--- src/hw/rtl/rbpb_pkg.sv ---
// Shared types, widths and register codes for the rotated box pixel binner.
package rbpb_pkg;

  localparam int MAX_BINS_X      = 1024;
  localparam int MAX_BINS_Y      = 1024;
  localparam int COORD_FRAC_BITS = 16;

  localparam int ANGLE_FRAC_BITS = 16;
  localparam int BPU_FRAC_BITS   = 16;
  localparam int SCALE_FRAC      = COORD_FRAC_BITS + BPU_FRAC_BITS;

  localparam int COORD_W = 32;
  localparam int ANGLE_W = 18;
  localparam int BPU_W   = 32;
  localparam int CNT_W   = 11;
  localparam int PIX_W   = 21;
  localparam int CFG_W   = 32;

  // rotation datapath
  localparam int PROD_W = COORD_W + ANGLE_W;
  localparam int SUM_W  = PROD_W + 1;
  localparam int ROT_W  = SUM_W - ANGLE_FRAC_BITS;
  localparam int DIFF_W = ((ROT_W > COORD_W) ? ROT_W : COORD_W) + 1;

  // scaling datapath: the positive difference is split at bit 32
  localparam int SPLIT_W = 32;
  localparam int DHI_W   = DIFF_W - 1 - SPLIT_W;
  localparam int PLO_W   = SPLIT_W + BPU_W;
  localparam int PHI_W   = DHI_W + BPU_W;
  localparam int FULL_W  = DIFF_W - 1 + BPU_W;
  localparam int IP_W    = FULL_W - SCALE_FRAC;

  localparam int COL_W   = (MAX_BINS_X > 1) ? $clog2(MAX_BINS_X) : 1;
  localparam int ROW_W   = (MAX_BINS_Y > 1) ? $clog2(MAX_BINS_Y) : 1;
  localparam int WHOLE_W = (COL_W > ROW_W) ? COL_W : ROW_W;
  localparam int IDX_SUM_W = WHOLE_W + CNT_W + 1;
  localparam int IDX_W   = (IDX_SUM_W > PIX_W) ? IDX_SUM_W : PIX_W;

  localparam int CFG_IDX_W = 3;

  typedef enum logic [CFG_IDX_W-1:0] {
    CFG_COS_ANGLE       = 3'd0,
    CFG_SIN_ANGLE       = 3'd1,
    CFG_ORIGIN_X        = 3'd2,
    CFG_ORIGIN_Y        = 3'd3,
    CFG_BINS_PER_UNIT_X = 3'd4,
    CFG_BINS_PER_UNIT_Y = 3'd5,
    CFG_BIN_COUNT_X     = 3'd6,
    CFG_BIN_COUNT_Y     = 3'd7
  } cfg_idx_e;

  typedef struct packed {
    logic signed [COORD_W-1:0] coord_x;
    logic signed [COORD_W-1:0] coord_y;
    logic                      last_sample;
  } sample_t;

  typedef struct packed {
    logic [PIX_W-1:0] pixel_index;
    logic             last_out;
  } result_t;

  // register contents as used by the datapath, counts already saturated
  typedef struct packed {
    logic signed [ANGLE_W-1:0] cos_angle;
    logic signed [ANGLE_W-1:0] sin_angle;
    logic signed [COORD_W-1:0] origin_x;
    logic signed [COORD_W-1:0] origin_y;
    logic [BPU_W-1:0]          bins_per_unit_x;
    logic [BPU_W-1:0]          bins_per_unit_y;
    logic [CNT_W-1:0]          bin_count_x;
    logic [CNT_W-1:0]          bin_count_y;
  } cfg_t;

  typedef struct packed {
    logic valid;
    logic last;
  } tag_t;

  typedef struct packed {
    logic               hit;
    logic [WHOLE_W-1:0] whole;
  } axis_t;

endpackage

--- src/hw/rtl/rbpb_cfg_regs.sv ---
// Configuration register file with bin count saturation.
module rbpb_cfg_regs (
  input  logic                            clk_i,
  input  logic                            rst_ni,
  input  logic                            cfg_valid_i,
  output logic                            cfg_ready_o,
  input  logic [rbpb_pkg::CFG_IDX_W-1:0]  cfg_index_i,
  input  logic [rbpb_pkg::CFG_W-1:0]      cfg_data_i,
  output rbpb_pkg::cfg_t                  cfg_o
);
  import rbpb_pkg::*;

  logic signed [ANGLE_W-1:0] cos_q, sin_q;
  logic signed [COORD_W-1:0] org_x_q, org_y_q;
  logic [BPU_W-1:0]          bpu_x_q, bpu_y_q;
  logic [CNT_W-1:0]          cnt_x_q, cnt_y_q;

  assign cfg_ready_o = 1'b1;

  always_ff @(posedge clk_i or negedge rst_ni) begin
    if (!rst_ni) begin
      cos_q   <= ANGLE_W'(65536);
      sin_q   <= '0;
      org_x_q <= '0;
      org_y_q <= '0;
      bpu_x_q <= BPU_W'(65536);
      bpu_y_q <= BPU_W'(65536);
      cnt_x_q <= CNT_W'(1);
      cnt_y_q <= CNT_W'(1);
    end else if (cfg_valid_i && cfg_ready_o) begin
      unique case (cfg_idx_e'(cfg_index_i))
        CFG_COS_ANGLE:       cos_q   <= cfg_data_i[ANGLE_W-1:0];
        CFG_SIN_ANGLE:       sin_q   <= cfg_data_i[ANGLE_W-1:0];
        CFG_ORIGIN_X:        org_x_q <= cfg_data_i[COORD_W-1:0];
        CFG_ORIGIN_Y:        org_y_q <= cfg_data_i[COORD_W-1:0];
        CFG_BINS_PER_UNIT_X: bpu_x_q <= cfg_data_i[BPU_W-1:0];
        CFG_BINS_PER_UNIT_Y: bpu_y_q <= cfg_data_i[BPU_W-1:0];
        CFG_BIN_COUNT_X:     cnt_x_q <= cfg_data_i[CNT_W-1:0];
        CFG_BIN_COUNT_Y:     cnt_y_q <= cfg_data_i[CNT_W-1:0];
      endcase
    end
  end

  always_comb begin
    cfg_o.cos_angle       = cos_q;
    cfg_o.sin_angle       = sin_q;
    cfg_o.origin_x        = org_x_q;
    cfg_o.origin_y        = org_y_q;
    cfg_o.bins_per_unit_x = bpu_x_q;
    cfg_o.bins_per_unit_y = bpu_y_q;
    cfg_o.bin_count_x = (int'(cnt_x_q) > MAX_BINS_X) ? CNT_W'(MAX_BINS_X) : cnt_x_q;
    cfg_o.bin_count_y = (int'(cnt_y_q) > MAX_BINS_Y) ? CNT_W'(MAX_BINS_Y) : cnt_y_q;
  end

endmodule

--- config.mk ---
export PLATFORM = sky130hd
export DESIGN_NAME = rbpb_cfg_regs
export DESIGN_NICKNAME = d
export VERILOG_FILES = /design/src/hw/rtl/rbpb_pkg.sv /design/src/hw/rtl/rbpb_cfg_regs.sv
export SDC_FILE = /design/constraint.sdc
export NUM_CORES = 1
export LEC_CHECK = 0
export ABC_CLOCK_PERIOD_IN_PS = 2300
export BUFFER_PORTS_ARGS = -buffer_cell sky130_fd_sc_hd__buf_4
export CORE_MARGIN = 1
export CORE_UTILIZATION = 40
export CTS_CLUSTER_SIZE = 16
export DETAILED_ROUTE_END_ITERATION = 8
export PLACE_DENSITY = 0.73
export SYNTH_ARGS = -nofsm -noshare
export SYNTH_HDL_FRONTEND = slang
export SYNTH_SLANG_ARGS = --single-unit
--- constraint.sdc ---
create_clock -name clk_i -period 2.3 [get_ports clk_i]
set_input_delay 0.115 -clock clk_i [delete_from_list [all_inputs] [get_ports clk_i]]
set_output_delay 0.115 -clock clk_i [all_outputs]
set_load 0.02 [all_outputs]
# Word-level counts from Yosys, hierarchy flattened
# Index checks and enable logic that the tools add are counted.
dict set report totals {
  regBits 186
  out_inout_bits 187
  wordCells 28
}
dict set report op_classes {
  order_cmp 2
  reduce_logical 9
  eq_ne 7
  mux 2
}
# cell n
set op_table {}
lappend op_table {{11-bit > comparator, second input constant} 2}
lappend op_table {{11-bit 2-to-1 mux} 2}
lappend op_table {{2-bit AND reduction} 8}
lappend op_table {{3-bit equality test, second input constant} 4}
lappend op_table {{3-bit by 2-bit equality test with 1-bit output, second input constant} 2}
lappend op_table {{3-bit by 1-bit equality test with 1-bit output, second input constant} 1}
lappend op_table {{3-bit zero test} 1}

# Depth between registers and ports, before layout
# Gate-level depths: netlist (run 1).
dict set report logic_depth {
  depth_word 2
  depth_mapped 5
}

# Worst setup path before layout (run 1)
# OpenSTA, ideal clock, no wires.
dict set report synth_timing {
  path_kind {input port to flip-flop}
  start {in cfg_index_i[1] (netlist bit)}
  end {reg cos_q[10]}
  t_arrival_ns 1.268
  path_stages 4
  required_time_ns 2.175
  setup_ns 0.125
  slack_ns 0.907
  cell_sequence {buf_6 > nor4b_4 > buf_8 > mux2_4}
}
dict set report synth_between {
  elab_chain_len 2
}
# element line
set synth_lines {}
lappend synth_lines {{start: declaration} rbpb_cfg_regs.sv:7} ;# input logic [rbpb_pkg::CFG_IDX_W-1:0] cfg_index_i,
lappend synth_lines {{3-bit zero test} rbpb_cfg_regs.sv:31} ;# unique case (cfg_idx_e'(cfg_index_i))
lappend synth_lines {{2-bit AND reduction (no source line)} --}
lappend synth_lines {{end signal: assignment} rbpb_cfg_regs.sv:32} ;# CFG_COS_ANGLE: cos_q <= cfg_data_i[ANGLE_W-1:0];
lappend synth_lines {{end: declaration} rbpb_cfg_regs.sv:13} ;# logic signed [ANGLE_W-1:0] cos_q, sin_q;
# Every way passes these cells.
# A chain may end at the register's enable or synchronous reset.

==> results.sh, run 1 <==
export IMPL_tightest_slew_ns=0.642
export IMPL_gr_total_overflow=0
export IMPL_htreeDepth=4
export IMPL_grt_util_all_layers_pct=19.6
export IMPL_grt_pass1_vias=4886
export IMPL_dieArea_mm2=0.0185
export IMPL_coreArea_mm2=0.0174
export IMPL_grt_pass1_wl_mm=27.0
export IMPL_cts_inserted_buffers=17
export IMPL_placed_cell_area_mm2=0.00914
export IMPL_fin_nets=727
export IMPL_final_common_cell="buf_4"
export IMPL_final_cell_mix="buf_4, dfrtp_1, mux2_2"
export IMPL_fmax_mhz=670
export IMPL_setup_viol_count_final=0
export IMPL_outcome="complete, no violations"
export IMPL_fillCellCount=1374
export IMPL_wl_mm=17.5
export IMPL_cts_root_buf="clkbuf_16"
export IMPL_holdWs_ns=0.175
export IMPL_cp_start_kind="register"
export IMPL_power_frac_seq_pct=41.8
export IMPL_cp_data_required_time_ns=2.18
export IMPL_power_leakage_nw=4.72
export IMPL_synth_top_area_cell="dfrtp_1"
export IMPL_design_area_mm2=0.0101
export IMPL_rsz0062_at_grt="false"
export IMPL_maxCapViolations=0
export IMPL_netlist_area_leader_share_pct=62.9
export IMPL_power_frac_comb_pct=30.2
export IMPL_ant_nets=0
export IMPL_drive_gt1_share_pct=65.2
export IMPL_clkSinkCount=186
export IMPL_cp_end_kind="primary output"
export IMPL_drtIter0Drc=123
export IMPL_grt_max_degree=53
export IMPL_ys_types=17
export IMPL_yosys_top_cells_area="dfrtp_1, mux2_2, mux2_4"
export IMPL_fp_dieH_um=136
export IMPL_crit_fanout=12
export IMPL_cts_buffer_depth=2
export IMPL_layout_cells_non_filler=927
export IMPL_seqCellArea_mm2=0.00466
export IMPL_wl_per_cell_um=18.9
export IMPL_hp_class="in -> async"
export IMPL_cp_arrival_ns=1.38
export IMPL_rows=48
export IMPL_synth_avg_cell_area_um2=16.8
export IMPL_slew_headroom_pct=57.0
export IMPL_yosys_warnings=0
export IMPL_fin_setup_tns_ns=0
export IMPL_dp_hpwl_mm=12.3
export IMPL_finalCritPeriodShare_pct=64.9
export IMPL_switchingPower_mw=3.32
export IMPL_area_delta_synth_final_pct=40.0
export IMPL_portBuffers=223
export IMPL_vdd_drop_max_v=0.000506
export IMPL_synthesis_area_mm2=0.00720
export IMPL_ys_seq_area_share_pct=64.8
export IMPL_p_int_mw=7.33
export IMPL_vias_per_cell=4.88
export IMPL_drc_errors=0
export IMPL_cts_setup_buffers=0
export IMPL_cts_tree="built"
export IMPL_slew_viol_final=0
export IMPL_die_w_um=136
export IMPL_antenna_found_initial=0
export IMPL_clock_latency_ns=0.43
export IMPL_synth_nets=467
export IMPL_timing_hold_violations_final=0
export IMPL_final_setup_skew_ns=0
export IMPL_fin_crit_ns=1.49
export IMPL_crit_type="reg -> out"
export IMPL_clk_pin_slew_worst_paths_ns=0.07
export IMPL_ys_seq_elements=186
export IMPL_initial_core_util_pct=41.3
export IMPL_vias=4520
export IMPL_synth_cells=429
export IMPL_dpl_cell_count=862
export IMPL_dr_pass1_iters=4
export IMPL_clkPwrFrac_pct=28.0
export IMPL_swShare_pct=31.1
export IMPL_io_pins=225
export IMPL_pwr_density_cell_mw_per_mm2=1060
export IMPL_gp_congestion=0.775
export IMPL_multi_input_area_mm2=0.00239
export IMPL_antennaDiodeCount=0
export IMPL_fin_total_pwr_mw=10.7
-- worst max-delay path, cell delays in order (launching register included) --
cell,delay [ns]
dfrtp_1,0.53
nor2b_1,0.25
buf_4,0.18
-- state kept, by name, indices dropped and copies added, names as in the netlist --
signal   flops
cos_q       18
org_y_q     32
sin_q       18
bpu_y_q     32
cnt_y_q     11
org_x_q     32
bpu_x_q     32
cnt_x_q     11
-- Yosys cell counts --
| cell | number |
|---|---|
| buf_2 | 11 |
| mux2_2 | 172 |
| conb_1 | 1 |
| nand4b_1 | 3 |
| dfstp_2 | 5 |
| mux2_4 | 10 |
| nor2b_1 | 20 |
| clkbuf_2 | 2 |
| dfrtp_1 | 181 |
| clkbuf_1 | 4 |
| buf_4 | 5 |
| nand4_1 | 1 |
| buf_6 | 5 |
| mux2_1 | 4 |
| buf_8 | 1 |
| nor4b_4 | 1 |
| nor4bb_1 | 3 |
-- per-stage QoR --
stage	util, %	setup WS (ns)
after floorplan	-	0.907
after global placement	52.4	0.730
after detailed placement	52.4	0.707
after CTS	57.8	0.779
after global routing	57.8	0.767
final	57.8	0.807
-- what timing repair did --
| item | 4_1_cts | 5_1_grt |
|---|---|---|
| hold endpoints to repair | 209 | 0 |
| hold buffers | 33 | 0 |
| gates resized for setup | 0 | 0 |
-- metal layers --
layer  GRT usage [%]  vias to the layer above  wire (µm)
li1                -                     2023          -
met1            23.2                     2342       7070
met2            33.8                      126       9240
met3            4.33                       29        795
met4            9.07                        0        442
met5               0                        -          0
-- cell type report --
type | count | share of cell area, %
sequential | 186 | 46.3
timing repair buffer | 269 | 21.2
clock buffer | 19 | 4.40
tap | 225 | 2.80
multi-input combinational | 215 | 23.8
clock inverter | 13 | 1.63
-- kinds of logic (layout without fill, tap and decap cells) --
logic type	Yosys count	count (layout)	share of synthesized area, %
buf+inv	28	301	2.63
other cells	1	1	0.0521
simple gates	28	28	2.94
flops	186	186	64.8
mux	186	186	29.6
-- power groups by stage --
stage / Combinational [mW] / Clock [mW] / Sequential, mW
after global placement: 3.15 / 0 / 4.46
final: 3.22 / 2.99 / 4.45
after CTS: 3.26 / 3.05 / 4.45
after floorplan: 0.904 / 0 / 5.19
after detailed placement: 3.21 / 0 / 4.50
after global routing: 3.39 / 3.18 / 4.54
-- worst paths after layout --
check	start	end	slack, ns	depth (start not counted)
worst max-delay path	cnt_x_q[10]	cfg_o[17]	0.81	2
worst min-delay path	rst_ni	sin_q[4]	0.17	2
worst max register to register	cnt_x_q[10]	cnt_x_q[10]	1.32	1
worst min register to register	bpu_x_q[17]	bpu_x_q[17]	0.50	1
max in group asynchronous	rst_ni	bpu_x_q[29]	1.43	3
min in group clk_i	cfg_index_i[2]	sin_q[0]	0.35	4
(Power assumes the default switching activity.)
==> run 2: changes to the inputs <==
--- a/config.mk
+++ b/config.mk
@@ -5,7 +5,8 @@
 export SDC_FILE = /design/constraint.sdc
 export NUM_CORES = 1
 export LEC_CHECK = 0
-export ABC_CLOCK_PERIOD_IN_PS = 2300
+export ABC_AREA = 1
+export ABC_CLOCK_PERIOD_IN_PS = 1430
 export BUFFER_PORTS_ARGS = -buffer_cell sky130_fd_sc_hd__buf_4
 export CORE_MARGIN = 1
 export CORE_UTILIZATION = 40
==> constraint.sdc (replaced) <==
create_clock -name clk_i -period 1.43 [get_ports clk_i]
set_input_delay 0.0715 -clock clk_i [delete_from_list [all_inputs] [get_ports clk_i]]
set_output_delay 0.0715 -clock clk_i [all_outputs]
set_load 0.02 [all_outputs]
==> results.sh, run 2 <==
export IMPL_outcome="finished, violations left"
export IMPL_violations="negative setup slack"
export IMPL_grt_max_degree=51
export IMPL_final_common_cell="buf_4"
export IMPL_critPathMaxStageDelay_ns=0.53
export IMPL_power_leakage_nw=5.14
export IMPL_fp_dieH_um=134
export IMPL_wl_mm=18.8
export IMPL_netlist_area_leader_share_pct=65.4
export IMPL_hold_depth=3
export IMPL_hp_class="in -> reg"
export IMPL_fin_crit_ns=1.69
export IMPL_crit_type="reg -> out"
export IMPL_cts_buffer_depth=2
export IMPL_multi_input_area_mm2=0.00188
export IMPL_yosys_top_cells_area="dfrtp_1, o21ai_0, nand2_1"
export IMPL_drtIter0Drc=459
export IMPL_antenna_found_initial=0
export IMPL_rows=47
export IMPL_grt_pass1_wl_mm=29.4
export IMPL_cts_inserted_buffers=17
export IMPL_synth_async_reset_ratio_pct=100
export IMPL_cp_data_required_time_ns=1.36
export IMPL_reg2reg_from="cnt_y_q[0]"
export IMPL_initial_core_util_pct=41.3
export IMPL_ys_top_cells_by_count="nand2_1, dfrtp_1, o21ai_0"
export IMPL_final_cell_mix="buf_4, nand2_1, dfrtp_1"
export IMPL_synth_nets=741
export IMPL_cp_arrival_ns=1.62
export IMPL_worst_slack_ns=-0.264
export IMPL_area_delta_synth_final_pct=43.4
export IMPL_synth_xor_xnor_area_share_pct=0
export IMPL_worstPathCellList="nor2_1 -> nand3_1 -> nor2_1 -> nor2_1 -> buf_6 -> nor2_1 -> buf_4"
export IMPL_r2r_slack_ns=0.60
export IMPL_die_w_um=134
export IMPL_dr_pass1_iters=5
export IMPL_dpl_cell_count=1131
export IMPL_seqCellArea_mm2=0.00466
export IMPL_layout_cells_non_filler=1198
export IMPL_finalCritPeriodShare_pct=118
export IMPL_critical_path_top_delay_family="flip-flops"
export IMPL_synth_top_family_by_area="simple AND/OR/NAND/NOR gates"
export IMPL_ys_types=21
export IMPL_synth_compound_area_share_pct=13.4
export IMPL_vdd_drop_max_v=0.000876
export IMPL_final_setup_skew_ns=0
export IMPL_cp_start_kind="register"
export IMPL_coreArea_mm2=0.0168
export IMPL_synthAdderAreaFrac_pct=0
export IMPL_portBuffers=223
export IMPL_clock_latency_ns=0.41
export IMPL_timing_hold_violations_final=0
export IMPL_yosysMostFrequentCell="nand2_1"
export IMPL_critical_path_buf_inv_count=2
export IMPL_dp_hpwl_mm=12.6
export IMPL_crit_fanout=10
export IMPL_io_pins=225
export IMPL_synthSimpleGateAreaFrac_pct=13.5
export IMPL_synth_edf_count=0
export IMPL_ys_seq_area_share_pct=67.3
export IMPL_cp_end_kind="primary output"
export IMPL_ys_flop_type="dfrtp_1"
export IMPL_synth_avg_cell_area_um2=9.86
export IMPL_slew_viol_final=0
export IMPL_dieArea_mm2=0.0179
export IMPL_reg2reg_to="cnt_y_q[0]"
export IMPL_synthesis_area_mm2=0.00693
export IMPL_drive_gt1_share_pct=31.2
export IMPL_synthMuxAreaShare_pct=0
export IMPL_antennaDiodeCount=0
export IMPL_vias_per_cell=4.75
export IMPL_fmax_mhz=590
export IMPL_grt_pass1_vias=5326
export IMPL_synth_top_area_cell="dfrtp_1"
export IMPL_ant_nets=0
export IMPL_gr_total_overflow=0
export IMPL_min_to="org_x_q[17]"
export IMPL_gp_congestion=0.788
export IMPL_cts_tree="built"
export IMPL_fin_nets=1003
export IMPL_setup_viol_count_final=20
export IMPL_crit_top_cell="nor2_1"
export IMPL_reg2reg_depth=2
export IMPL_pre_cts_ws_ns=0.250
export IMPL_vias=5686
export IMPL_pwr_density_cell_mw_per_mm2=1630
export IMPL_clkSinkCount=186
export IMPL_drc_errors=0
export IMPL_yosys_warnings=0
export IMPL_rsz0062_at_grt="true"
export IMPL_clk_pin_slew_worst_paths_ns=0.06
export IMPL_htreeDepth=4
export IMPL_wl_per_cell_um=15.7
export IMPL_grt_util_all_layers_pct=21.6
export IMPL_ys_seq_elements=186
export IMPL_cts_root_buf="clkbuf_16"
export IMPL_fillCellCount=1462
export IMPL_critPathLaunch="cnt_y_q[0]"
export IMPL_crit_slowest_cell="dfstp_2"
export IMPL_min_from="cfg_data_i[17]"
export IMPL_synth_cells=703
export IMPL_maxCapViolations=0
==> run 2: worst max path at each step <==
stage | end | slack, ns | cells after the start
finish | cfg_o[6] | -0.26 | 7
CTS | cfg_o[14] | -0.21 | 7
global route | cfg_o[6] | -0.40 | 7
detailed placement | cfg_o[14] | 0.25 | 7
floorplan | cfg_o[11] | 0.17 | 5
global placement | cfg_o[3] | 0.27 | 7
==> run 2: power by group <==
part           switching (mW)  internal (mW)
Clock                    2.04           2.74
Combinational            2.61           1.91
Sequential              0.620           6.27
Total                    5.27           10.9
==> run 2: layer usage <==
metal,vias to the layer above,share of wire (%),GRT usage [%]
met1,2668,44,28.6
met4,0,1.6,7.01
li1,2769,-,-
met3,24,7.3,6.35
met2,225,48,34.3
met5,-,0,0
==> run 2: what timing repair did <==
action | in CTS | in global routing
hold buffers | 31 | 0
pin swaps | 0 | 2
gates resized for setup | 0 | 12
endpoints found under the setup margin | 20 | 20
hold endpoints to repair | 263 | 0
setup buffers | 0 | 4
==> run 2: worst register-to-register path, stage by stage (launching register included) <==
cell and delay, ns:
dfstp_2 0.53, inv_1 0.06, o21ai_0 0.16
==> run 2: final cells by class <==
cell class | instances | area share (%)
multi-input combinational | 422 | 19.0
sequential | 186 | 46.9
timing repair buffer | 280 | 23.1
clock buffer | 20 | 4.70
inverter | 58 | 2.19
tap | 220 | 2.77
clock inverter | 12 | 1.37
==> run 2: logic make-up after synthesis <==
group,after synthesis
AOI/OAI and AO/OA,186
buffers and inverters,95
and+or+nand+nor,235
other,1
DFF,186
==> run 2: per-stage QoR <==
stage	utilization (%)	hold slack, ns	power (mW)	setup TNS (ns)	cell area [µm²]
final	59.3	0.0150	16.2	-4.03	9930
after global routing	59.3	0.0157	17.0	-6.36	9930
after CTS	58.9	0.00328	16.3	-4.06	9870
after detailed placement	53.4	0.0154	11.4	0	8950
after global placement	53.4	0.0208	11.3	0	8950
after floorplan	-	-0.224	9.09	0	6930
