[src/hw/rtl/rbpb_pkg.sv]
// Shared types, widths and register codes for the rotated box pixel binner.
package rbpb_pkg;

  localparam int MAX_BINS_X      = 1024;
  localparam int MAX_BINS_Y      = 1024;
  localparam int COORD_FRAC_BITS = 16;

  localparam int ANGLE_FRAC_BITS = 16;
  localparam int BPU_FRAC_BITS   = 16;
  localparam int SCALE_FRAC      = COORD_FRAC_BITS + BPU_FRAC_BITS;

  localparam int COORD_W = 32;
  localparam int ANGLE_W = 18;
  localparam int BPU_W   = 32;
  localparam int CNT_W   = 11;
  localparam int PIX_W   = 21;
  localparam int CFG_W   = 32;

  // rotation datapath
  localparam int PROD_W = COORD_W + ANGLE_W;
  localparam int SUM_W  = PROD_W + 1;
  localparam int ROT_W  = SUM_W - ANGLE_FRAC_BITS;
  localparam int DIFF_W = ((ROT_W > COORD_W) ? ROT_W : COORD_W) + 1;

  // scaling datapath: the positive difference is split at bit 32
  localparam int SPLIT_W = 32;
  localparam int DHI_W   = DIFF_W - 1 - SPLIT_W;
  localparam int PLO_W   = SPLIT_W + BPU_W;
  localparam int PHI_W   = DHI_W + BPU_W;
  localparam int FULL_W  = DIFF_W - 1 + BPU_W;
  localparam int IP_W    = FULL_W - SCALE_FRAC;

  localparam int COL_W   = (MAX_BINS_X > 1) ? $clog2(MAX_BINS_X) : 1;
  localparam int ROW_W   = (MAX_BINS_Y > 1) ? $clog2(MAX_BINS_Y) : 1;
  localparam int WHOLE_W = (COL_W > ROW_W) ? COL_W : ROW_W;
  localparam int IDX_SUM_W = WHOLE_W + CNT_W + 1;
  localparam int IDX_W   = (IDX_SUM_W > PIX_W) ? IDX_SUM_W : PIX_W;

  localparam int CFG_IDX_W = 3;

  typedef enum logic [CFG_IDX_W-1:0] {
    CFG_COS_ANGLE       = 3'd0,
    CFG_SIN_ANGLE       = 3'd1,
    CFG_ORIGIN_X        = 3'd2,
    CFG_ORIGIN_Y        = 3'd3,
    CFG_BINS_PER_UNIT_X = 3'd4,
    CFG_BINS_PER_UNIT_Y = 3'd5,
    CFG_BIN_COUNT_X     = 3'd6,
    CFG_BIN_COUNT_Y     = 3'd7
  } cfg_idx_e;

  typedef struct packed {
    logic signed [COORD_W-1:0] coord_x;
    logic signed [COORD_W-1:0] coord_y;
    logic                      last_sample;
  } sample_t;

  typedef struct packed {
    logic [PIX_W-1:0] pixel_index;
    logic             last_out;
  } result_t;

  // register contents as used by the datapath, counts already saturated
  typedef struct packed {
    logic signed [ANGLE_W-1:0] cos_angle;
    logic signed [ANGLE_W-1:0] sin_angle;
    logic signed [COORD_W-1:0] origin_x;
    logic signed [COORD_W-1:0] origin_y;
    logic [BPU_W-1:0]          bins_per_unit_x;
    logic [BPU_W-1:0]          bins_per_unit_y;
    logic [CNT_W-1:0]          bin_count_x;
    logic [CNT_W-1:0]          bin_count_y;
  } cfg_t;

  typedef struct packed {
    logic valid;
    logic last;
  } tag_t;

  typedef struct packed {
    logic               hit;
    logic [WHOLE_W-1:0] whole;
  } axis_t;

endpackage

[src/hw/rtl/rbpb_index.sv]
// Pixel index: column plus row times columns plus one, zero when outside.
module rbpb_index (
  input  logic                         clk_i,
  input  logic                         rst_ni,
  input  rbpb_pkg::tag_t               tag_i,
  input  rbpb_pkg::axis_t              axis_x_i,
  input  rbpb_pkg::axis_t              axis_y_i,
  input  logic [rbpb_pkg::CNT_W-1:0]   bin_count_x_i,
  output logic                         done_o,
  output rbpb_pkg::result_t            result_o
);
  import rbpb_pkg::*;

  logic             valid_q;
  logic [IDX_W-1:0] idx_sum;
  result_t          res_d, res_q;

  always_comb begin
    idx_sum = IDX_W'(axis_y_i.whole[ROW_W-1:0]) * IDX_W'(bin_count_x_i)
            + IDX_W'(axis_x_i.whole[COL_W-1:0]) + IDX_W'(1);
    res_d.pixel_index = (axis_x_i.hit && axis_y_i.hit) ? idx_sum[PIX_W-1:0] : '0;
    res_d.last_out    = tag_i.last;
  end

  always_ff @(posedge clk_i or negedge rst_ni) begin
    if (!rst_ni) begin
      valid_q <= 1'b0;
    end else begin
      valid_q <= tag_i.valid;
    end
  end

  always_ff @(posedge clk_i) begin
    if (tag_i.valid) begin
      res_q <= res_d;
    end
  end

  assign done_o   = valid_q;
  assign result_o = res_q;

endmodule

[config.mk]
export PLATFORM = sky130hd
export DESIGN_NAME = rbpb_index
export DESIGN_NICKNAME = d
export VERILOG_FILES = /design/src/hw/rtl/rbpb_pkg.sv /design/src/hw/rtl/rbpb_index.sv
export SDC_FILE = /design/constraint.sdc
export NUM_CORES = 1
export LEC_CHECK = 0
export CORE_MARGIN = 1.5
export CORE_UTILIZATION = 62
export DETAILED_ROUTE_END_ITERATION = 7
export DONT_BUFFER_PORTS = 1
export HOLD_SLACK_MARGIN = 0.03
export PLACE_DENSITY = 0.78
export SLEW_MARGIN = 20
export SYNTH_ARGS = -nofsm -noshare
export SYNTH_HDL_FRONTEND = slang
export SYNTH_SLANG_ARGS = --single-unit
[constraint.sdc]
create_clock -name clk_i -period 0.8 [get_ports clk_i]
set_input_delay 0.16 -clock clk_i [delete_from_list [all_inputs] [get_ports clk_i]]
set_output_delay 0.16 -clock clk_i [all_outputs]
set_load 0.02 [all_outputs]
======== Yosys cells after proc, flatten, opt, wreduce, memory -nomap -nowiden ========
Cells that the tools add are included.
word-level totals
  bits in registers ....................... 23
  input port bits ......................... 37
  output and inout bits ................... 23
  logic and storage cells ................. 7
operators by class
  add/sub/neg operators ................... 2
  $mul .................................... 1
  reductions and logical operators ........ 1
operator list
  cell                     number
  $add A21 B1 Y21 const B  1
  $add A21 B10 Y21         1
  $mul A10 B11 Y21         1
  $logic_and A1 B1 Y1      1

======== Longest topological paths before layout ========
Gate-level depths: netlist of the first run.
  depth in word-level cells ............... 3
  depth in mapped cells ................... 19
  mapped depth without buffers ............ 17

======== Worst setup path before layout of the first run ========
Ideal clock, no wire load.
  kind .................................... input-to-reg
  from .................................... in axis_y_i[1] in the netlist's numbering
  to ...................................... reg res_q, in the netlist result_o[20], data pin
  library setup time ...................... 0.268 ns
  arrival ................................. 4.422 ns
  required time ........................... 0.532 ns
  slack ................................... -3.889 ns
  cell stages on the path ................. 18
  path buffers ............................ 1
  cell sequence ........................... clkbuf_1 nand2_1 fa_1 inv_1 fa_1 inv_1 fa_1 inv_1 fa_1 inv_1 fa_1 inv_1 ha_1 a21oi_1 o211a_1 o21ai_2 a2111oi_2 mux2i_1
on the way
  longest elaborated chain between the ends .. 3
ends and longest elaborated chain
  what                  RTL line          source
  start, declared       rbpb_index.sv:7   input rbpb_pkg::axis_t axis_y_i,
  $mul A10 B11 Y21      rbpb_index.sv:19  idx_sum = IDX_W'(axis_y_i.whole[ROW_W-1:0]) * IDX_W'(bin_count_x_i)
  $add A21 B10 Y21      rbpb_index.sv:20  + IDX_W'(axis_x_i.whole[COL_W-1:0]) + IDX_W'(1);
  $add A21 B1 Y21       rbpb_index.sv:20
  end signal, assigned  rbpb_index.sv:35  res_q <= res_d;
  end, declared         rbpb_index.sv:16  result_t res_d, res_q;
Every way passes these cells.
A chain may end at the register's enable or synchronous reset.

======== Worst setup path after layout of the first run ========
  from .................................... in axis_y_i[3] in the netlist's numbering
  to ...................................... reg res_q, in the netlist result_o[16], data pin
Same word-level chain as after synthesis.

==> run_results.csv, run 1 <==
group,metric,value,unit
run_status,status,"complete, but fails checks",
run_status,violations,"negative hold slack, negative setup slack",
global_route,grt_max_degree,24,
min_path,hold_path_depth,0,
drt,drt-total-wl,12000,um
sta,setup_slack,-3190,ps
power,power.leakage,2.82,nW
global_route,grt_usage,29.3,%
finish,final_area,5960,sq um
drt,dr.first_iter.drc_count,143,
synthesis,yosys_warnings,0,
critical_path,cpMaxStageDelayCell,"fa_1",
sta,hold_viol_final,5,
placement,hpwl,9100,um
synthesis,syn_area_per_cell,9.11,sq um
die,die-area,8510,sq um
synthesis,synth_area,4940,sq um
critical_path,startpoint,"axis_y_i[3]",
min_path,hp-start,"tag_i[1]",
die,die_h,92.2,um
finish,nNetsFinal,750,
critical_path,crit_top_cell,"fa_1",
critical_path,worst_ep_arrival_time,4100,ps
placement,io_buffers,0,
global_route,grt_pass1_vias,4363,
sta,slew_violations,0,
clock_tree,clockBufferDepth,2,
placement,place_ws,-3580,ps
drt,wl_per_cell,17.8,um
job,maxCapViolCount,0,
sta,fmax,251,MHz
drt,drc,0,
die,rows,32,
clock_tree,htreeDepth,1,
power,power_density,4370,nW/um^2
global_route,grt-ovfl-total,0,
critical_path,worstPathRequired,910,ps
clock_tree,cts_tree,"done",
sta,tightest_slew,539,ps
critical_path,critPathKind,"input pin to register",
critical_path,critPathBufInv,6,
sta,tns,-55670,ps
global_route,antenna_found_initial,0,
critical_path,start_kind,"input pin",
sta,holdWs,-82.2,ps
drt,antenna_left,0,
die,start_util,63.9,%
sta,max_slew_margin,64.1,%
synthesis,synth-edff-count,22,
critical_path,critPathMaxFanout,11,
sta,fin_crit_sh,498,%
global_route,grt_pass1_wl,19400,um
synthesis,synth-seq-area-share,13.9,%
clock_tree,ctsHoldBuffers,2,
die,coreArea,7730,sq um
synthesis,synthDistinctLibCells,43,
clock_tree,cts_buffers,3,
synthesis,synth_top_flop_cell,"edfxtp_1",
placement,dp.cells,664,
critical_path,crit_family,"adder cells",
drt,via_count,3933,
clock_tree,cts.sinks,23,
placement,placed_area,5540,sq um
synthesis,ys_async_sr_fraction,4.35,%
sta,period_needed,3990,ps
synthesis,syn-num-nets,719,
critical_path,cpPeakStageDelay,530,ps
finish,drive_above_1_share,25.9,%
critical_path,crit_chain,"nand2_8, fa_1, inv_1, fa_1, inv_1, fa_1, inv_1, fa_1, inv_1, fa_1, inv_2, ha_4, a21oi_2, o211a_1, buf_6, o21a_1, o21ai_1, mux2i_1",
clock_tree,cts_root_buf,"clkbuf_8",
synthesis,syn_inst,542,
clock_tree,cts.clk_slew.worst_paths,80,ps
finish,area_delta_synth_final,20.8,%
die,die-width,92.2,um
finish,antenna_cells,0,
drt,drtPass1Iterations,4,
sta,rsz0062_at_grt,"true",
finish,final_cells,674,
power,peakVddDrop,2.87,mV
sta,setup_viol,43,
min_path,holdPathEnd,"done_o",
drt,drt-vias-per-instance,5.84,
min_path,hold_class,"input pin to register",
die,io_pins,60,
placement,gp_congestion,0.912,
synthesis,ys_seq_elements,23,
critical_path,endpoint_kind,"register",
## timing repair
| action | in CTS | in global routing |
|---|---|---|
| pin swaps | 36 | 27 |
| endpoints found under the hold margin | 25 | 23 |
| gates cloned | 0 | 0 |
| gates resized for setup | 39 | 34 |
| setup endpoints to repair | 43 | 43 |
| setup buffers | 3 | 4 |
## per-layer routing
metal  wire length (um)  global-route usage (%)  vias to the layer above  share of wire, %
met5                  0                       0                        -                 0
met1               4170                    31.6                     1980                35
li1                   -                       -                     1736                 -
met4                462                    9.62                        0               3.8
met3                618                    3.32                       50               5.1
met2               6770                    58.3                      167                56
## registers in the layout, indices dropped and copies added (netlist names)
| signal | flops |
|---|---|
| result_o | 22 |
| done_o | 1 |
## synth_stat cells (2+ instances only)
master / count / area [sq um]
and3_1: 3 / 18.8
inv_1: 112 / 420
o211ai_1: 2 / 15.0
ha_1: 59 / 738
nand2_1: 68 / 255
nor3_1: 4 / 20.0
nand3_1: 2 / 10.0
and2_1: 63 / 394
nor2_1: 15 / 56.3
o21ai_1: 2 / 10.0
clkbuf_1: 24 / 90.1
a21boi_0: 2 / 15.0
o21a_1: 6 / 45.0
xor2_1: 4 / 35.0
a21o_1: 4 / 30.0
fa_1: 81 / 1620
o21ai_0: 7 / 35.0
edfxtp_1: 22 / 661
xnor2_1: 4 / 35.0
nand4_1: 4 / 25.0
nand2b_1: 8 / 50.1
nor3b_1: 2 / 15.0
mux2i_1: 7 / 70.1
o211ai_2: 2 / 25.0
a21oi_1: 17 / 85.1
## worst max-delay path by stage
stage                   end  slack, ps  depth (start not counted)
2_1_floorplan  result_o[20]      -3580                         18
3_3_place_gp   result_o[20]      -3540                         17
3_5_place_dp   result_o[20]      -3580                         17
4_1_cts        result_o[18]      -3180                         18
5_1_grt        result_o[18]      -3370                         14
6_report       result_o[16]      -3190                         18
## placed cells by master (no fill, tap or decap), types with 3 or more instances in the layout
cell      count
a21o_1        4
a21oi_1       8
a21oi_2       8
and2_1       53
and2_4       10
buf_4        42
buf_6         8
clkbuf_8      3
edfxtp_1     22
fa_1         80
ha_1         37
ha_4         20
inv_1        96
inv_2        16
mux2i_1       7
nand2_1      58
nand2_2       6
nand2b_1      6
nand4_1       4
nor2_1       14
nor3_2        3
o21a_1        6
o21ai_0       3
o21ai_2       4
xnor2_2       3
xor2_1        4
## area by class of cell
type	count	area (sq um)
well taps	102	128
repair buffers	52	425
clock buffers	4	45.0
flip-flops and latches	23	687
fillers	481	1770
multi-input cells	381	4260
inverters	112	420
## power breakdown
group | internal, mW | total [mW] | switching (mW) | leakage, nW
Clock | 0.356 | 0.716 | 0.360 | 0.0228
Sequential | 1.88 | 2.45 | 0.567 | 0.221
Combinational | 11.8 | 22.9 | 11.1 | 2.58
## through the flow
step / util, % / power [mW]
finish: 77.1 / 26.1
global route: 77.1 / 28.4
CTS: 75.3 / 24.2
global placement: 71.7 / 20.4
floorplan: - / 15.0
detailed placement: 71.7 / 20.9
## cell families after synthesis
| kind of cell | after synthesis | share of synthesized area [%] |
|---|---|---|
| XOR/XNOR | 8 | 1.42 |
| AND/OR/NAND/NOR | 175 | 17.9 |
| AO/OA/AOI/OAI | 51 | 7.00 |
| flip-flops | 23 | 13.9 |
| adder cells (fa/ha/maj) | 140 | 47.8 |
| buffers and inverters | 138 | 10.5 |
| multiplexers | 7 | 1.42 |
Power figures use the tool's default switching activity.
==> inputs of run 2 (changes only) <==
CORE_MARGIN = 2   (was 1.5)
TNS_END_PERCENT = 100   (was default)
==> run 2 against run 1 <==
- the flow still finishes with violations (negative hold slack, negative setup slack)
- die area rose by 2.2%
- clock-buffer cell count did not move
- highest routed layer unchanged
- via count fell by 2.2%
- largest cell class unchanged
==> run_results.csv, run 2 (synthesized netlist as in run 1, its figures left out) <==
group,metric,value,unit
run_status,status,"complete, but fails checks",
run_status,violations,"negative hold slack, negative setup slack",
critical_path,worst_ep_arrival_time,4190,ps
drt,drt-vias-per-instance,5.71,
clock_tree,clockBufferDepth,2,
power,clock_power_share,2.8,%
finish,nFillCells,501,
sta,fmax,246,MHz
clock_tree,cts.sinks,23,
drt,dr.first_iter.drc_count,159,
global_route,grt_max_degree,24,
drt,drtPass1Iterations,4,
placement,place_ws,-3590,ps
critical_path,worstPathRequired,930,ps
global_route,grt_usage,28.3,%
clock_tree,cts_tree,"done",
finish,area_delta_synth_final,21.5,%
finish,nNetsFinal,749,
die,die-width,93.2,um
critical_path,critPathKind,"input pin to register",
drt,antenna_left,0,
power,p_switching,12.3,mW
sta,max_slew_margin,64.9,%
placement,dp.cells,663,
min_path,holdPathEnd,"done_o",
sta,holdWs,-87.3,ps
min_path,hold_path_depth,0,
power,peakVddDrop,3.04,mV
placement,gp_congestion,0.902,
global_route,grt-ovfl-total,0,
global_route,grt_pass1_vias,4309,
drt,via_count,3846,
clock_tree,ctsHoldBuffers,2,
die,die-area,8690,sq um
clock_tree,cts_root_buf,"clkbuf_8",
placement,io_buffers,0,
sta,slew_violations,0,
sta,hold_viol_final,13,
power,power.leakage,2.84,nW
power,power_density,4350,nW/um^2
die,io_pins,60,
finish,final_common_cell,"inv_1",
sta,rsz0062_at_grt,"true",
finish,final_cell_mix,"95 x inv_1, 80 x fa_1, 57 x nand2_1",
power,p_sw_share,47.0,%
drt,wl_per_cell,17.8,um
job,maxCapViolCount,0,
min_path,hold_class,"input pin to register",
drt,drc,0,
drt,drt-total-wl,12000,um
die,rows,32,
power,combPwrFrac,87.8,%
sta,fin_crit_sh,507,%
finish,antenna_cells,0,
sta,setup_slack,-3260,ps
sta,tightest_slew,526,ps
die,start_util,63.9,%
clock_tree,cts.clk_slew.worst_paths,80,ps
global_route,antenna_found_initial,0,
power,p_seq_share,9.4,%
clock_tree,cts_buffers,3,
finish,largest_reg_flops,22,
critical_path,start_kind,"input pin",
critical_path,critPathMaxFanout,11,
sta,setup_viol,43,
global_route,grt_pass1_wl,19200,um
finish,drive_above_1_share,26.3,%
power,power,26.1,mW
min_path,hp-start,"tag_i[1]",
placement,hpwl,8960,um
finish,final_cells,673,
critical_path,endpoint_kind,"register",
die,die_h,93.2,um
sta,period_needed,4060,ps
die,coreArea,7730,sq um
power,p_int,13.8,mW
clock_tree,htreeDepth,1,
critical_path,startpoint,"axis_y_i[3]",
run 2: changes by cell type in the layout (fill, tap and decap cells not counted), sizes merged:
cell,change
buf,-1
run 2: per-stage QoR:
| stage | hold slack (ps) | utilization, % | instance area [sq um] | TNS, ps |
|---|---|---|---|---|
| floorplan | -136 | - | 5340 | -58120 |
| CTS | -72.2 | 75.4 | 5820 | -55180 |
| global route | -96.0 | 77.6 | 6000 | -59020 |
| detailed placement | -136 | 71.6 | 5540 | -59510 |
| global placement | -136 | 71.6 | 5540 | -59170 |
| finish | -87.3 | 77.6 | 6000 | -56700 |
run 2: worst max path at each step:
stage / slack [ps] / endpoint
global route: -3420 / result_o[19]
CTS: -3190 / result_o[15]
floorplan: -3580 / result_o[20]
finish: -3260 / result_o[19]
detailed placement: -3590 / result_o[20]
global placement: -3520 / result_o[20]
run 2: power by group through the flow:
| stage | Sequential (mW) | Clock, mW | Combinational (mW) |
|---|---|---|---|
| after global placement | 2.47 | 0 | 17.8 |
| after CTS | 2.45 | 0.700 | 20.4 |
| after detailed placement | 2.48 | 0 | 18.2 |
| after floorplan | 2.43 | 0 | 12.6 |
| after global routing | 2.47 | 0.769 | 24.8 |
| final | 2.45 | 0.738 | 22.9 |
run 2: timing repair:
item,4_1_cts,5_1_grt
hold endpoints to repair,25,23
endpoints found under the setup margin,43,43
gates resized for setup,41,38
pin swaps,36,30
buffers inserted,2,3
run 2: critical path: stages:
cell and delay (ps):
nand2_8 30, fa_1 540, inv_2 40, fa_1 480, inv_1 50, fa_1 480, inv_1 50, fa_1 480
inv_1 50, fa_1 490, inv_2 50, ha_4 250, o21a_1 180, o211ai_1 320, a21oi_4 110, a211oi_2 220
mux2i_1 200
run 2: area by class of cell:
type | count | area [sq um] | area share (%)
Inverter | 112 | 420 | 7.01
Tap cell | 102 | 128 | 2.13
Multi-Input combinational cell | 381 | 4290 | 71.6
Clock buffer | 4 | 45.0 | 0.751
Sequential cell | 23 | 687 | 11.4
Timing Repair Buffer | 51 | 425 | 7.09
run 2: layer usage:
metal	GRT usage, %	vias up	wire length [um]
met5	0	-	0
met4	9.93	0	367
met3	3.87	36	511
met2	53.4	123	6800
met1	32.6	1958	4270
li1	-	1729	-
==> inputs of run 3 (changes only) <==
GPL_TIMING_DRIVEN = 0   (was default)
==> run 3 against run 2 <==
- largest cell class unchanged
- critical path depth grew 1
- the flow still finishes with violations (negative hold slack, negative setup slack)
- sequential share of layout area fell by 0.48 points
- core utilization increased by 3.4 points
- maximum frequency is 5.1% lower
- first-iteration DRC count rose by 5.0%
- worst hold slack better by 6.0 ps
- total power shrank 5.4%
- non-clock buffer count increased by 2
- via count hardly changed
- combinational power decreased by 6%
- die area unchanged
- flip-flop and latch count did not move
- critical path type unchanged
- largest power group unchanged
==> run_results.csv, run 3 (synthesized netlist as in run 1, its figures left out) <==
group,metric,value,unit
run_status,status,"complete, but fails checks",
run_status,violations,"negative hold slack, negative setup slack",
critical_path,cp.depth,18,
clock_tree,cts.clk_slew.worst_paths,90,ps
sta,setup_viol,43,
power,power_density,3940,nW/um^2
finish,final_cell_mix,"95 x inv_1, 78 x fa_1, 57 x nand2_1",
sta,tightest_slew,484,ps
sta,fin_crit_sh,534,%
clock_tree,htreeDepth,1,
critical_path,worstPathRequired,920,ps
finish,seq_area,687,sq um
drt,dr.first_iter.drc_count,167,
global_route,grt_max_degree,24,
die,die_h,93.2,um
die,start_util,63.9,%
sta,rsz0062_at_grt,"true",
min_path,hold_path_depth,0,
global_route,grt_usage,29.6,%
placement,place_ws,-3900,ps
die,coreArea,7730,sq um
clock_tree,cts_root_buf,"clkbuf_8",
critical_path,crit_family,"adder cells",
finish,nNetsFinal,751,
drt,drt-vias-per-instance,5.70,
critical_path,start_kind,"input pin",
global_route,antenna_found_initial,0,
finish,final_common_cell,"inv_1",
clock_tree,cts_buffers,3,
die,rows,32,
critical_path,crit_top_cell,"fa_1",
critical_path,worst_ep_arrival_time,4390,ps
finish,antenna_cells,0,
sta,holdWs,-81.3,ps
finish,multi_input_area,4290,sq um
job,maxCapViolCount,0,
clock_tree,cts_tree,"done",
sta,setup_slack,-3480,ps
sta,fmax,234,MHz
critical_path,critPathMaxFanout,6,
die,io_pins,60,
die,die-width,93.2,um
finish,area_delta_synth_final,26.9,%
power,power,24.7,mW
critical_path,critPathBufInv,6,
drt,drt-total-wl,12300,um
finish,drive_above_1_share,28.3,%
critical_path,crit_chain,"clkbuf_16, nand2_4, fa_1, inv_2, fa_1, inv_1, fa_1, inv_1, fa_1, inv_1, fa_1, inv_2, ha_4, o21a_1, o211ai_1, a21oi_4, a211oi_2, mux2i_1",
drt,drtPass1Iterations,4,
drt,drc,0,
sta,max_slew_margin,67.7,%
finish,nFillCells,469,
placement,hpwl,8680,um
placement,io_buffers,0,
placement,gp_congestion,0.898,
drt,antenna_left,0,
critical_path,critPathKind,"input pin to register",
critical_path,cpPeakStageDelay,550,ps
clock_tree,cts.sinks,23,
sta,hold_viol_final,7,
finish,largest_reg_flops,22,
die,die-area,8690,sq um
drt,via_count,3847,
sta,period_needed,4280,ps
global_route,grt-ovfl-total,0,
min_path,hold_class,"input pin to register",
clock_tree,clockBufferDepth,2,
critical_path,endpoint_kind,"register",
sta,slew_violations,0,
global_route,grt_pass1_wl,20100,um
finish,final_util,81.1,%
power,peakVddDrop,2.72,mV
power,power.leakage,2.95,nW
global_route,grt_pass1_vias,4305,
drt,wl_per_cell,18.2,um
critical_path,cpMaxStageDelayCell,"fa_1",
clock_tree,ctsHoldBuffers,2,
[run 3: cell count changes in the layout (fill, tap and decap cells not counted), moves of 3 or more]
cell / delta
and2_4: +3
buf_4: -23
ha_2: +4
buf_8: +3
and2_1: -3
clkbuf_16: +11
nand2_8: -3
clkbuf_8: +7
[run 3: layout make-up]
class                      count  area share, %
multi-input combinational    381           68.5
sequential                    23           11.0
inverter                     112           6.71
buffer                        23           6.47
timing repair buffer          30           4.53
tap                          102           2.04
clock buffer                   3          0.659
clock inverter                 1         0.0799
[run 3: what timing repair did]
item,CTS,global route
setup endpoints to repair,43,44
setup buffers,10,15
hold endpoints to repair,25,23
gates cloned,2,1
pin swaps,27,45
resized for setup,48,71
[run 3: where the power goes]
group	switching (mW)	internal (mW)	leakage, nW
logic	11.1	10.4	2.70
registers	0.576	1.88	0.221
clock network	0.405	0.349	0.0255
total	12.1	12.6	2.95
[run 3: through the flow]
step | TNS, ps | hold slack, ps | area, sq um | instances
finish | -60730 | -81.3 | 6260 | 675
global route | -63470 | -99.1 | 6260 | 675
CTS | -59710 | -91.7 | 5890 | 662
detailed placement | -63950 | -136 | 5470 | 644
global placement | -63070 | -136 | 5470 | 644
floorplan | -58120 | -136 | 5340 | 542
[run 3: final timing paths]
| kind | startpoint | to | slack (ps) |
|---|---|---|---|
| min in group asynchronous | rst_ni | done_o | 90 |
| max in group asynchronous | rst_ni | done_o | 600 |
| min | tag_i[1] | done_o | -80 |
| max | bin_count_x_i[5] | result_o[19] | -3480 |
[run 3: per-layer routing]
layer	routed length, um	up-vias	share of wire [%]	track usage (%)
li1	-	1736	-	-
met1	4610	1949	38	36.1
met2	6700	127	55	55.3
met3	608	35	5.0	3.38
met4	357	0	2.9	7.60
met5	0	-	0	0
